==> src/rtl/afl_pkg.sv <==
// Shared types and constants for the animation frame lookup block.
// No dependencies; imported by afl_mod_unit and animation_frame_lookup_top.
package afl_pkg;

  localparam int MAG_BITS   = 32;
  localparam int CNT_BITS   = $clog2(MAG_BITS);
  localparam int LEFT_BITS  = 16;
  localparam int INDEX_BITS = 6;

  localparam logic [LEFT_BITS-1:0] LEFT_HOLD = '1;

  localparam logic [1:0] ACT_CLEAR  = 2'd0;
  localparam logic [1:0] ACT_APPEND = 2'd1;
  localparam logic [1:0] ACT_LOOKUP = 2'd2;

  localparam logic [1:0] ST_OK    = 2'd0;
  localparam logic [1:0] ST_EMPTY = 2'd1;
  localparam logic [1:0] ST_ZERO  = 2'd2;
  localparam logic [1:0] ST_FULL  = 2'd3;

  typedef enum logic [2:0] {
    S_IDLE,
    S_MOD,
    S_FETCH,
    S_WALK,
    S_DONE
  } afl_state_t;

endpackage

==> src/rtl/afl_mod_unit.sv <==
// Iterative restoring remainder unit: one dividend bit per cycle.
// Depends on afl_pkg for the dividend width and step counter width.
module afl_mod_unit
  import afl_pkg::*;
#(
  parameter int DIV_BITS = 22
) (
  input  logic                clk,
  input  logic                rst,
  input  logic                start,
  input  logic [MAG_BITS-1:0] dividend,
  input  logic [DIV_BITS-1:0] divisor,
  output logic                done,
  output logic [DIV_BITS-1:0] rem
);

  logic                busy;
  logic [CNT_BITS-1:0] cnt;
  logic [MAG_BITS-1:0] quo;
  logic [DIV_BITS:0]   trial;
  logic [DIV_BITS:0]   diff;

  assign trial = {rem, quo[MAG_BITS-1]};
  assign diff  = trial - {1'b0, divisor};

  always_ff @(posedge clk) begin
    if (rst) begin
      busy <= 1'b0;
      done <= 1'b0;
      cnt  <= '0;
    end else begin
      done <= 1'b0;
      if (start) begin
        busy <= 1'b1;
        cnt  <= '0;
      end else if (busy) begin
        cnt <= cnt + 1'b1;
        if (cnt == CNT_BITS'(MAG_BITS - 1)) begin
          busy <= 1'b0;
          done <= 1'b1;
        end
      end
    end
  end

  always_ff @(posedge clk) begin
    if (start) begin
      rem <= '0;
      quo <= dividend;
    end else if (busy) begin
      rem <= diff[DIV_BITS] ? trial[DIV_BITS-1:0] : diff[DIV_BITS-1:0];
      quo <= {quo[MAG_BITS-2:0], 1'b0};
    end
  end

endmodule

==> src/rtl/animation_frame_lookup_top.sv <==
// Clear, append, no-op and unwalked lookups give their result in the cycle after acceptance;
// a walked lookup adds a table fetch state and a walk state that visits one frame per cycle,
// and a looping lookup first runs the remainder unit in S_MOD before the fetch.
// Throughput: one transaction at a time; in_ready returns the cycle after the result leaves.
// Reset (rst, synchronous): table empty, span zero, single_shot 0; no clearing pass.
// Depends on afl_pkg and afl_mod_unit.
module animation_frame_lookup_top
  import afl_pkg::*;
#(
  parameter int MAX_FRAMES    = 64,
  parameter int DURATION_BITS = 16
) (
  input  logic                 clk,
  input  logic                 rst,
  input  logic                 cfg_valid,
  output logic                 cfg_ready,
  input  logic                 cfg_data,
  input  logic                 in_valid,
  output logic                 in_ready,
  input  logic [1:0]           action,
  input  logic [15:0]          frame_duration,
  input  logic signed [31:0]   query_time,
  output logic                 out_valid,
  input  logic                 out_ready,
  output logic [5:0]           frame_index,
  output logic [15:0]          time_left,
  output logic                 held,
  output logic [1:0]           status
);

  localparam int IW   = (MAX_FRAMES > 1) ? $clog2(MAX_FRAMES) : 1;
  localparam int CW   = $clog2(MAX_FRAMES + 1);
  localparam int DW   = DURATION_BITS;
  localparam int SW   = DW + CW;
  localparam int CMPW = (SW > MAG_BITS) ? SW : MAG_BITS;

  afl_state_t state, state_next;

  logic [DW-1:0]       mem [MAX_FRAMES];
  logic [DW-1:0]       rdata;
  logic [IW-1:0]       rd_addr;
  logic [CW-1:0]       frame_total;
  logic [SW-1:0]       span;
  logic                single_shot;
  logic                neg;
  logic [SW-1:0]       t;
  logic [SW-1:0]       cum;
  logic [IW-1:0]       idx;

  logic                in_accept;
  logic                neg_in;
  logic [MAG_BITS-1:0] mag_in;
  logic [47:0]         dur_ext;
  logic [DW-1:0]       dur;
  logic                full;
  logic                over_span;
  logic                lk_go;
  logic                mod_start;
  logic                mod_done;
  logic [SW-1:0]       mod_rem;
  logic [CW-1:0]       last_idx;
  logic                at_last;
  logic [CMPW-1:0]     sum_w;
  logic [CMPW-1:0]     t_w;
  logic [CMPW-1:0]     left_w;
  logic                hit;
  logic [15:0]         total_ext;
  logic [15:0]         last_ext;
  logic [15:0]         idx_ext;

  assign cfg_ready = 1'b1;
  assign in_accept = in_valid && in_ready;
  assign neg_in    = query_time[MAG_BITS-1];
  assign mag_in    = neg_in ? (~query_time + 1'b1) : query_time;
  assign dur_ext   = {32'd0, frame_duration};
  assign dur       = dur_ext[DW-1:0];
  assign full      = (frame_total >= CW'(MAX_FRAMES));
  assign over_span = CMPW'(mag_in) > CMPW'(span);
  assign last_idx  = frame_total - 1'b1;
  assign at_last   = CW'(idx) == last_idx;
  assign sum_w     = CMPW'(cum) + CMPW'(rdata);
  assign t_w       = CMPW'(t);
  assign left_w    = sum_w - t_w;
  assign hit       = sum_w >= t_w;
  assign total_ext = 16'(frame_total);
  assign last_ext  = 16'(last_idx);
  assign idx_ext   = 16'(idx);

  assign lk_go = (action == ACT_LOOKUP) && (frame_total != '0) && (span != '0)
                 && !(single_shot && (neg_in || over_span));

  afl_mod_unit #(
    .DIV_BITS (SW)
  ) u_mod (
    .clk      (clk),
    .rst      (rst),
    .start    (mod_start),
    .dividend (mag_in),
    .divisor  (span),
    .done     (mod_done),
    .rem      (mod_rem)
  );

  always_comb begin
    state_next = state;
    case (state)
      S_IDLE: begin
        if (in_accept) begin
          if (lk_go) state_next = single_shot ? S_FETCH : S_MOD;
          else       state_next = S_DONE;
        end
      end
      S_MOD: begin
        if (mod_done) state_next = S_FETCH;
      end
      S_FETCH: state_next = S_WALK;
      S_WALK: begin
        if (hit || at_last) state_next = S_DONE;
      end
      S_DONE: begin
        if (out_ready) state_next = S_IDLE;
      end
      default: state_next = S_IDLE;
    endcase
  end

  always_comb begin
    in_ready  = (state == S_IDLE);
    out_valid = (state == S_DONE);
    mod_start = in_accept && lk_go && !single_shot;
    rd_addr   = (state == S_WALK) ? (idx + 1'b1) : '0;
  end

  always_ff @(posedge clk) begin
    if (rst) state <= S_IDLE;
    else     state <= state_next;
  end

  always_ff @(posedge clk) begin
    if (rst) begin
      frame_total <= '0;
      span        <= '0;
      single_shot <= 1'b0;
    end else begin
      if (cfg_valid && cfg_ready) single_shot <= cfg_data;
      if (in_accept) begin
        case (action)
          ACT_CLEAR: begin
            frame_total <= '0;
            span        <= '0;
          end
          ACT_APPEND: begin
            if (!full) begin
              frame_total <= frame_total + 1'b1;
              span        <= span + SW'(dur);
            end
          end
          default: ;
        endcase
      end
    end
  end

  always_ff @(posedge clk) begin
    if (in_accept && (action == ACT_APPEND) && !full) mem[frame_total[IW-1:0]] <= dur;
    rdata <= mem[rd_addr];
  end

  always_ff @(posedge clk) begin
    case (state)
      S_IDLE: begin
        if (in_accept) begin
          neg         <= neg_in;
          t           <= SW'(mag_in);
          cum         <= '0;
          idx         <= '0;
          frame_index <= '0;
          time_left   <= '0;
          held        <= 1'b0;
          status      <= ST_OK;
          case (action)
            ACT_APPEND: begin
              if (full) status <= ST_FULL;
              else      frame_index <= total_ext[INDEX_BITS-1:0];
            end
            ACT_LOOKUP: begin
              if (frame_total == '0) begin
                status <= ST_EMPTY;
              end else if (single_shot && neg_in) begin
                time_left <= LEFT_HOLD;
                held      <= 1'b1;
              end else if (single_shot && over_span) begin
                frame_index <= last_ext[INDEX_BITS-1:0];
                time_left   <= LEFT_HOLD;
                held        <= 1'b1;
              end else if (span == '0) begin
                frame_index <= last_ext[INDEX_BITS-1:0];
                status      <= ST_ZERO;
              end
            end
            default: ;
          endcase
        end
      end
      S_MOD: begin
        if (mod_done) t <= neg ? (span - mod_rem) : mod_rem;
      end
      S_WALK: begin
        if (hit) begin
          frame_index <= idx_ext[INDEX_BITS-1:0];
          time_left   <= left_w[LEFT_BITS-1:0];
        end else if (at_last) begin
          frame_index <= last_ext[INDEX_BITS-1:0];
          time_left   <= '0;
        end else begin
          cum <= sum_w[SW-1:0];
          idx <= idx + 1'b1;
        end
      end
      default: ;
    endcase
  end

`ifndef SYNTHESIS
  a_total_bound: assert property (@(posedge clk) disable iff (rst)
    frame_total <= CW'(MAX_FRAMES))
    else $error("frame count beyond table depth");

  a_walk_in_table: assert property (@(posedge clk) disable iff (rst)
    (state == S_WALK) |-> (CW'(idx) < frame_total))
    else $error("table walk past last frame");

  a_mod_done_state: assert property (@(posedge clk) disable iff (rst)
    mod_done |-> (state == S_MOD))
    else $error("remainder finished outside its state");

  a_time_in_span: assert property (@(posedge clk) disable iff (rst)
    (state == S_WALK) |-> (t_w <= CMPW'(span)))
    else $error("normalized time exceeds span");
`endif

endmodule
==> config.mk <==
export PLATFORM = sky130hd
export DESIGN_NAME = animation_frame_lookup_top
export DESIGN_NICKNAME = d
export VERILOG_FILES = /design/src/rtl/afl_pkg.sv /design/src/rtl/afl_mod_unit.sv /design/src/rtl/animation_frame_lookup_top.sv
export SDC_FILE = /design/constraint.sdc
export NUM_CORES = 2
export LEC_CHECK = 0
export BUFFER_PORTS_ARGS = -buffer_cell sky130_fd_sc_hd__buf_4
export CAP_MARGIN = 20
export CORE_MARGIN = 3
export CORE_UTILIZATION = 41
export DETAILED_ROUTE_END_ITERATION = 7
export MAX_ROUTING_LAYER = met4
export RECOVER_POWER = 50
export SYNTH_ARGS = -nofsm -noshare
export SYNTH_HDL_FRONTEND = slang
export SYNTH_SLANG_ARGS = --single-unit
==> constraint.sdc <==
create_clock -name clk -period 7.1 [get_ports clk]
set_input_delay 0.355 -clock clk [delete_from_list [all_inputs] [get_ports clk]]
set_output_delay 0.355 -clock clk [all_outputs]
set_load 0.01 [all_outputs]
==> flow_summary.ini <==
[timing]
tightest_slew_ps = 3670
period_share = 0.834
finClkSkew_ps = 29.2
rsz0062_at_grt = no
maxSlewViolCount = 1237
setup_violations = 0
hold_viol = 0
max_clock_freq_mhz = 169
period_needed_ps = 5920
whs_ps = 53.8
relSlewSlack = -1.45
setup_tns_ps = 0

[final_layout]
instances_no_fill = 6254
layout.nets = 4607
design_area_sq_um = 61300
area_growth_pct = 12.8
fill_cells = 11600
drive_gt1_frac = 0.0814

[detailed_routing]
via_per_inst = 5.71
vias = 35700
drc = 0
ant_nets = 0
wire_per_inst_um = 23.9
drt_iter0_drc = 3500
first_pass_iters = 5
postRouteWirelength_um = 149000

[cts]
cts.sinks = 1214
cts_hold_buf = 17
postCtsSetupBuffers = 0
insertion_delay_ps = 780
h-tree-depth = 4
root_buffer = clkbuf_16
cts_tree = built
cts_made_buffers = 131
clock_tree.buffer_depth = 3
clk_pin_slew_ps = 60
cts_resized = 0

[placement]
placed_cells = 6002
detailed_place_hpwl_um = 92600
portBuffers = 82
placed_cell_area_sq_um = 57200
gp_congestion = 0.883

[yosys]
synth_area_sq_um = 54300
syn-num-nets = 4522
ys_seq_area_frac = 0.656
syn_inst = 4329
ys_types = 83
yosys_warnings = 0
ys.flop_type = edfxtp_1
avgSynthCellArea_sq_um = 12.6
ys_async_sr_fraction = 0
ys_ff_latch = 1214
synth-edff-count = 1134

[worst_setup_path]
path_buf_inv = 2
cpMostUsedCell = buf_4
path_class = reg -> reg
cp_cell_sequence = nand2_1 > nor2_2 > buf_4 > and2_0 > buf_4 > a311oi_1 > a31oi_1 > a211oi_1 > a21oi_1
crit_start = state[0]
cp-end-kind = flop
r2r-start = state[0]
arrival_ps = 6540
crit_path_start_kind = flop
path_delay_family = simple AND/OR/NAND/NOR gates
cp_slowest_cell = and2_0
critPathMaxStageDelay_ps = 2390
worstPathRequired_ps = 7720
critical_path.max_fanout = 43

[die]
dieArea_sq_um = 137000
fp.dieH_um = 370
start_util = 0.417
die_w_um = 370
io_pins = 84
core-area_sq_um = 130000
core.rowCount = 132

[global_routing]
grt_pass1_vias = 33900
grt_overflow = 0
grt_max_degree = 160
grt_first_pass_wirelength_um = 220000
antenna_found_initial = 4
grt_use_total = 0.221

[hold_path]
min_path_type = in -> reg
min-delay-start = query_time[26]

[power_and_ir_drop]
power_leakage_nw = 20.2
finalPower_mw = 18.6
p_per_area_nw_per_um2 = 303
vdd_ir_drop_max_mv = 0.255

[status]
violations = max-capacitance violations, max-slew violations
status = finished, violations left

[job]
maxCapViolCount = 25
## through the flow
stage           util  setup WS (ps)
3_3_place_gp   0.438           1200
6_report       0.470           1180
5_1_grt        0.470            656
3_5_place_dp   0.438           1260
2_1_floorplan      -           1870
4_1_cts        0.471           1220
## final timing paths
path	slack [ps]	end	cells after the start
min reg2reg	500	u_mod.cnt[4]	2
min	50	u_mod.quo[26]	3
max	1180	rdata[13]	9
max reg2reg	1180	rdata[13]	9
## worst register-to-register path: stages (launching register included)
cell      delay (ps)
dfxtp_1          510
nand2_1          170
nor2_2           110
buf_4            280
and2_0          2410
buf_4            780
a311oi_1         270
a31oi_1          540
a211oi_1         300
a21oi_1          420
## registers in the layout, summed over array words and instances, names as in the netlist, 2 cells and up
name / count
span: 23
u_mod.cnt: 5
idx: 6
t: 23
rdata: 16
frame_index: 6
u_mod.rem: 23
state: 3
u_mod.quo: 32
cum: 23
mem: 1024
time_left: 16
status: 2
frame_total: 7
## cells by family (layout without fill, tap and decap cells)
| logic type | count (synthesis) | after routing | share of synthesized area |
|---|---|---|---|
| xor gates and xnor gates | 131 | 131 | 0.0211 |
| AOI/OAI and AO/OA | 1105 | 1105 | 0.133 |
| muxes | 156 | 156 | 0.0288 |
| buffers and inverters | 391 | 572 | 0.0279 |
| and+or+nand+nor | 1194 | 1194 | 0.101 |
| DFF | 1214 | 1214 | 0.656 |
| other | 1 | 3 | 0.0000690 |
| adders and majority gates | 137 | 137 | 0.0322 |
## layer usage
| metal | routed length, um | track usage |
|---|---|---|
| met1 | 66000 | 0.306 |
| met2 | 67800 | 0.330 |
| met3 | 10500 | 0.0379 |
| met4 | 4990 | 0.0766 |
| met5 | 0 | - |
## power breakdown
group          switching, mW  internal, mW  total, mW  leakage, nW
logic                   2.27          1.38       3.64         7.33
clock network           2.87          3.73       6.61         2.01
registers              0.235          8.11       8.35         10.9
total                   5.38          13.2       18.6         20.2
## layout by cell type, fill, tap and decap left out, drive strengths merged, types with 20 or more instances in the layout
cell,netlist,routed
inv,116,119
nand3,172,172
nor2b,24,24
xnor2,85,85
nor3,43,43
and2,89,89
ha,132,132
buf,36,147
a21oi,163,163
o211ai,138,138
o21ai,362,362
clkbuf,239,229
a21o,29,29
o21a,20,20
mux2i,155,155
a211oi,98,98
nand2,516,516
a31oi,43,43
xor2,46,46
a311oi,163,163
clkinv,0,52
nor2,219,219
edfxtp,1134,1134
dfxtp,80,80
## synthesized netlist by cell type, drive strengths merged (20+ instances only)
cell,count,area share
edfxtp,1134,0.63
nand2,516,0.036
o21ai,362,0.033
clkbuf,239,0.017
nor2,219,0.015
nand3,172,0.016
a21oi,163,0.015
a311oi,163,0.026
mux2i,155,0.029
o211ai,138,0.019
ha,132,0.030
inv,116,0.0080
a211oi,98,0.014
and2,89,0.010
xnor2,85,0.014
dfxtp,80,0.029
xor2,46,0.0074
a31oi,43,0.0050
nor3,43,0.0041
buf,36,0.0033
a21o,29,0.0040
nor2b,24,0.0028
o21a,20,0.0028
## area by class of cell
| type | instances | area, sq um | share of cell area |
|---|---|---|---|
| Clock inverter | 63 | 723 | 0.0118 |
| Tap cell | 1742 | 2180 | 0.0356 |
| Timing Repair Buffer | 227 | 1610 | 0.0263 |
| Antenna cell | 2 | 5.00 | 0.0000816 |
| Inverter | 116 | 449 | 0.00733 |
| Clock buffer | 166 | 3440 | 0.0561 |
| Multi-Input combinational cell | 2724 | 17200 | 0.281 |
| Sequential cell | 1214 | 35700 | 0.582 |
(Power assumes the default switching activity.)
